## src/hdl/belsu_pkg.sv

```systemverilog
// belsu_pkg: request/response types, codes and stage records for the
// big-endian load/store unit; no dependencies
package belsu_pkg;

	localparam logic CMD_LOAD  = 1'b0;
	localparam logic CMD_STORE = 1'b1;

	localparam logic [1:0] SIZE_BYTE  = 2'd0;
	localparam logic [1:0] SIZE_HALF  = 2'd1;
	localparam logic [1:0] SIZE_WORD  = 2'd2;
	localparam logic [1:0] SIZE_DWORD = 2'd3;

	typedef struct packed {
		logic               command;
		logic signed [63:0] displacement;
		logic        [63:0] base_value;
		logic        [63:0] index_value;
		logic        [7:0]  scale;
		logic        [1:0]  size_code;
		logic               zero_extend;
		logic        [63:0] store_data;
		logic               load_wanted;
	} req_t;

	typedef struct packed {
		logic [63:0] load_data;
		logic        misaligned;
	} rsp_t;

	// request with its effective address resolved
	typedef struct packed {
		logic        command;
		logic [63:0] addr;
		logic [1:0]  size_code;
		logic        zero_extend;
		logic [63:0] store_data;
		logic        load_wanted;
	} acc_t;

	// load formatting info that travels alongside the memory read
	typedef struct packed {
		logic       active;
		logic       misaligned;
		logic [2:0] shift_bytes;
		logic [1:0] size_code;
		logic       zero_extend;
	} ld_t;

endpackage

```

## src/hdl/belsu_agen.sv

```systemverilog
// belsu_agen: input register and effective address generation
// (displacement + base + scale * index); depends on belsu_pkg
module belsu_agen (
	input  logic              clk,
	input  logic              arst_n,
	input  logic              in_valid,
	output logic              in_ready,
	input  belsu_pkg::req_t   in_req,
	output logic              acc_valid,
	input  logic              acc_ready,
	output belsu_pkg::acc_t   acc
);
	import belsu_pkg::*;

	req_t        req_s1;
	logic        valid_s1;
	logic        valid_s2;
	logic [63:0] sum_s2;
	logic [63:0] prod_s2;
	logic        cmd_s2;
	logic [1:0]  size_s2;
	logic        zext_s2;
	logic [63:0] data_s2;
	logic        wanted_s2;
	logic        adv_s2;
	logic [63:0] sum_c;
	logic [63:0] prod_c;

	assign adv_s2   = !valid_s2 || acc_ready;
	assign in_ready = !valid_s1 || adv_s2;

	assign sum_c  = $unsigned(req_s1.displacement) + req_s1.base_value;
	assign prod_c = req_s1.index_value * {56'd0, req_s1.scale};

	always_ff @(posedge clk or negedge arst_n) begin
		if (!arst_n) begin
			valid_s1 <= 1'b0;
			valid_s2 <= 1'b0;
		end else begin
			if (in_ready) begin
				valid_s1 <= in_valid;
			end
			if (adv_s2) begin
				valid_s2 <= valid_s1;
			end
		end
	end

	always_ff @(posedge clk) begin
		if (in_valid && in_ready) begin
			req_s1 <= in_req;
		end
		if (valid_s1 && adv_s2) begin
			sum_s2    <= sum_c;
			prod_s2   <= prod_c;
			cmd_s2    <= req_s1.command;
			size_s2   <= req_s1.size_code;
			zext_s2   <= req_s1.zero_extend;
			data_s2   <= req_s1.store_data;
			wanted_s2 <= req_s1.load_wanted;
		end
	end

	assign acc_valid        = valid_s2;
	assign acc.command      = cmd_s2;
	assign acc.addr         = sum_s2 + prod_s2;
	assign acc.size_code    = size_s2;
	assign acc.zero_extend  = zext_s2;
	assign acc.store_data   = data_s2;
	assign acc.load_wanted  = wanted_s2;

endmodule

```

## config.mk

```make
export PLATFORM = sky130hd
export DESIGN_NAME = belsu_agen
export DESIGN_NICKNAME = d
export VERILOG_FILES = /design/src/hdl/belsu_pkg.sv /design/src/hdl/belsu_agen.sv
export SDC_FILE = /design/constraint.sdc
export NUM_CORES = 2
export LEC_CHECK = 0
export BUFFER_PORTS_ARGS = -buffer_cell sky130_fd_sc_hd__buf_2
export CAP_MARGIN = 10
export CORE_MARGIN = 4
export CORE_UTILIZATION = 35
export DETAILED_ROUTE_END_ITERATION = 10
export PLACE_DENSITY_LB_ADDON = 0.2
export SYNTH_ARGS = -nofsm -noshare
export SYNTH_HDL_FRONTEND = slang
export SYNTH_SLANG_ARGS = --single-unit
```

## constraint.sdc

```tcl
create_clock -name clk -period 6.7 [get_ports clk]
set_input_delay 0.335 -clock clk [delete_from_list [all_inputs] [get_ports clk]]
set_output_delay 0.335 -clock clk [all_outputs]
set_load 0.03 [all_outputs]
```

* Yosys cells after proc, flatten, opt, wreduce, memory -nomap -nowiden *
Cells that the tools add are included.

storage, ports and cells
  register bits = 468
  input port bits = 273
  logic and storage cells = 27

cells by class
  $mul = 1
  $add $sub $neg = 2
  reduce and logical (&&, ||, !) cells = 6

operators with widths
  cell               number
  $add 64x64->64     2
  $mul 64x8->64      1
  $logic_and 1x1->1  2
  $logic_not 1->1    2
  $logic_or 1x1->1   2

* Longest topological paths before layout *
  depth in word-level cells = 4
  mapped depth = 22

* Worst setup path before layout *
Ideal clock, no wire load.

  path type = flip-flop to flip-flop
  start = register valid_s2 (netlist: acc_valid)
  end = register req_s1[0] in the netlist's numbering (enable)
  cell stages (with the launch flop) = 3
  period minus slack after synthesis = 7.677 ns
  slack = -0.977 ns
  required time = 6.037 ns
  library setup time = 0.663 ns
  data arrival time = 7.014 ns
  cells stage by stage = dfrtp_1 nand3b_1 and2_1

between the ends
  word-level cells in the longest chain between the ends = 4

ends and longest elaborated chain
  element                 RTL line          text
  from (decl)             belsu_agen.sv:17  logic valid_s2;
  from (signal assigned)  belsu_agen.sv:44  valid_s2 <= valid_s1;
  $logic_not 1->1         belsu_agen.sv:29  assign adv_s2 = !valid_s2 || acc_ready;
  $logic_or 1x1->1        belsu_agen.sv:29
  $logic_or 1x1->1        belsu_agen.sv:30  assign in_ready = !valid_s1 || adv_s2;
  named net in_ready      belsu_agen.sv:7   output logic in_ready,
  $logic_and 1x1->1       belsu_agen.sv:50  if (in_valid && in_ready) begin
  to (signal assigned)    belsu_agen.sv:51  req_s1 <= in_req;
  to (decl)               belsu_agen.sv:15  req_t req_s1;

The timed path passes the listed nets, and every way through them passes these cells.
A chain may end at the register's enable or synchronous reset.

* Worst setup path in the final report *
  start = register req_s1[70] in the netlist's numbering
  end = register prod_s2[59] (data pin)

between the ends
  word-level cells in the longest chain between the ends = 1

ends and longest elaborated chain
  element               RTL line          text
  $mul 64x8->64         belsu_agen.sv:33  assign prod_c = req_s1.index_value * {56'd0, req_s1.scale};
  named net prod_c[59]  belsu_agen.sv:27  logic [63:0] prod_c;
  to (signal assigned)  belsu_agen.sv:55  prod_s2 <= prod_c;
  to (decl)             belsu_agen.sv:19  logic [63:0] prod_s2;

The timed path passes the listed nets, and every way through them passes these cells.

==> results.json <==
{
  "syn_area_per_cell_um2": 11.3,
  "yosysMostFrequentCell": "edfxtp_1",
  "grt_max_degree": 165,
  "die_area_mm2": 0.108,
  "synth_area_leaders": "edfxtp_1 39%, fa_1 20%, and2_1 7.0%",
  "path_max_fanout": 30,
  "ys_seq_area_share_pct": 39.1,
  "crit_slowest_cell": "edfxtp_1",
  "critPathArrivalTime_ns": 6.46,
  "grtUsageTotal_pct": 18.3,
  "fin_skew_ns": 0.0351,
  "synth_top_area_cell": "edfxtp_1",
  "status": "complete, no violations",
  "synth.top_cell.area_share_pct": 38.9,
  "synth_xor_area_share_pct": 4.68,
  "sw_frac_of_total_pct": 46.6,
  "synth.net_count": 4011,
  "vias": 25700,
  "io_buffers": 407,
  "clk_path_buf_depth": 3,
  "internal_power_uw": 10500,
  "wl_per_cell_um": 18.7,
  "drv_cap": 0,
  "synth_area_mm2": 0.0359,
  "hpwlAfterDp_mm": 75.2,
  "row_count": 117,
  "synth_edf_count": 466,
  "place_inst": 4875,
  "synthDistinctLibCells": 90,
  "final_cell_area_mm2": 0.0442,
  "min_period_over_period_pct": 90.8,
  "place.gp.congestion": 0.879,
  "grt_pass1_vias": 27300,
  "slew_headroom_pct": 31.5,
  "antenna_found_initial": 4,
  "die_h_um": 328,
  "clk_latency_ns": 0.67,
  "final_nets": 4660,
  "htreeDepth": 2,
  "setup-tns-final_ns": 0,
  "async_flop_share_pct": 0.427,
  "worst_pin_slew_ns": 1.03,
  "seqPwrFrac_pct": 21.8,
  "numCtsBuffers": 56,
  "hold_path.class": "input port to register",
  "cts_num_sinks": 468,
  "grt_overflow_total": 0,
  "dr.pass1.iters": 7,
  "irDropWorstVdd_v": 0.000489,
  "setup_viol": 0,
  "cp-end-kind": "register",
  "fmax_mhz": 164,
  "power.density_mw_per_mm2": 446,
  "path_class": "register to register",
  "path_cells": "buf_4 > and2_1 > fa_1 > fa_1 > fa_1 > fa_1 > ha_1 > a211oi_1 > o21ai_1 > a221oi_1 > o21ai_1 > a221oi_1 > o21a_1 > o21ai_1 > a31oi_1 > o21ai_1 > xor2_1",
  "ios": 408,
  "drtIter0Drc": 1425,
  "p_sw_uw": 9160,
  "synth_top_cells_by_count": "466 x edfxtp_1, 402 x and2_1, 350 x fa_1, 297 x inv_1, 229 x nand2_1",
  "drv_slew": 0,
  "synthFlopType": "edfxtp_1",
  "combPwrFrac_pct": 61.6,
  "yosys.area_share.simple_pct": 14.3,
  "clockPowerShare_pct": 16.6,
  "fin_cells": 5256,
  "ys_seq_elements": 468,
  "cts_tree": "done",
  "synth_top_family_by_area": "adder cells",
  "synthAdderAreaFrac_pct": 26.4,
  "syn_inst": 3190,
  "synthToLayoutAreaGrowth_pct": 22.9,
  "p_leak_uw": 0.0187,
  "min_period_ns": 6.08,
  "ys.warnings.count": 0,
  "wirelength_mm": 98.4,
  "grt_pass1_wl_mm": 154,
  "slowest_delay_ns": 0.58,
  "cts_root_buf": "clkbuf_16",
  "postCtsResizedCells": 0,
  "rsz0062_at_grt": "false",
  "drcViolationCount": 0,
  "die_w_um": 328,
  "path_clk_slew_ns": 0.07,
  "ant_nets": 0,
  "place_area_mm2": 0.0394,
  "worstPathRequired_ns": 7.08,
  "synth-compound-area-share_pct": 11.0,
  "start_kind": "register",
  "drive_above_1_share_pct": 14.6,
  "total_power_uw": 19700,
  "synthMuxAreaShare_pct": 0,
  "hold_violations": 0,
  "vias_per_cell": 4.90,
  "start_util_pct": 35.3,
  "core_mm2": 0.102
}
[critical path: cells and delay by family, from the launching register on]
family | cells | cell delay (ns)
flops | 1 | 0.58
buf+inv | 1 | 0.32
simple gates | 1 | 0.22
xor+xnor | 1 | 0.15
compound gates | 9 | 2.20
fa+ha+maj | 5 | 2.32
[metrics by stage]
| step | hold WS (ns) | utilization (%) | worst slack, ns |
|---|---|---|---|
| final | 0.382 | 43.3 | 0.617 |
| after global routing | 0.343 | 43.3 | 0.361 |
| after CTS | 0.314 | 43.3 | 0.649 |
| after detailed placement | 0.123 | 38.7 | 0.678 |
| after global placement | 0.122 | 38.7 | 0.827 |
| after floorplan | 0.0394 | - | 1.00 |
[cell usage in the layout (no fill, tap or decap), drive strengths merged, types with 6 or more instances in the layout]
cell	n
a21boi	9
bufinv	9
o21a	17
edfxtp	466
xor2	67
o31a	6
ha	198
nand2	230
and2	403
clkbuf	68
nand3	24
nor2	108
and3	19
dlygate4sd3	274
nand2b	28
o211ai	10
a21oi	209
nor2b	26
o31ai	12
fa	350
nor3	28
nand4	50
clkinv	19
or2	8
a2111oi	6
a31oi	17
buf	435
a211oi	20
a21o	104
inv	302
xnor2	125
o21bai	34
o21ai	118
[metal layers]
layer | share of wire [%] | vias to the layer above | track usage, %
met5 | 0 | - | 0
met4 | 2.9 | 0 | 5.05
met3 | 4.7 | 130 | 2.75
met2 | 51 | 541 | 32.6
met1 | 41 | 12800 | 23.1
li1 | - | 12300 | -
[area by class of cell]
cell class / instances / area (um2)
inverters: 297 / 1110
flip-flops and latches: 468 / 14000
repair buffers: 709 / 5040
well taps: 1368 / 1710
clock inverters: 37 / 473
clock buffers: 68 / 1500
diodes: 2 / 5.00
multi-input cells: 2307 / 20300
fillers: 9788 / 57700
[power by group through the flow]
| stage | sequential [uW] | clock [uW] | combinational [uW] |
|---|---|---|---|
| final | 4280 | 3270 | 12100 |
| after global routing | 4320 | 3530 | 13400 |
| after CTS | 4300 | 3400 | 12200 |
| after detailed placement | 4360 | 0 | 12000 |
| after global placement | 4350 | 0 | 12000 |
| after floorplan | 4300 | 0 | 8540 |
[path summary, 6_finish.rpt]
path / from / endpoint / slack [ns] / cells past startpoint
min in group asynchronous: arst_n / valid_s1$_DFFE_PN0N_ / 0.55 / 3
max in group asynchronous: arst_n / acc_valid$_DFFE_PN0P_ / 6.02 / 3
min reg2reg: req_s1[64]$_DFFE_PP_ / data_s2[63]$_DFFE_PP_ / 0.42 / 0
min: in_req[204] / req_s1[204]$_DFFE_PP_ / 0.38 / 2
max reg2reg: req_s1[70]$_DFFE_PP_ / prod_s2[59]$_DFFE_PP_ / 0.62 / 17
max: req_s1[70]$_DFFE_PP_ / prod_s2[59]$_DFFE_PP_ / 0.62 / 17
[cell families (layout without fill, tap and decap cells)]
| group | count (synthesis) | after routing |
|---|---|---|
| and+or+nand+nor | 954 | 954 |
| AOI/OAI and AO/OA | 613 | 613 |
| adders and majority gates | 548 | 548 |
| DFF | 468 | 468 |
| buffers and inverters | 415 | 1111 |
| xor gates and xnor gates | 192 | 192 |
| other | 0 | 2 |
[timing repair]
action | CTS | global route
setup endpoints to repair | 0 | 0
endpoints found under the hold margin | 273 | 0
hold buffers | 274 | 0
setup buffers | 0 | 0
[state kept, by name (all words and copies together) (netlist names)]
name / flops
acc_valid: 1
cmd_s2: 1
data_s2: 64
prod_s2: 64
req_s1: 269
size_s2: 2
sum_s2: 64
valid_s1: 1
wanted_s2: 1
zext_s2: 1
Note: power is estimated with default switching activity, not from simulation.
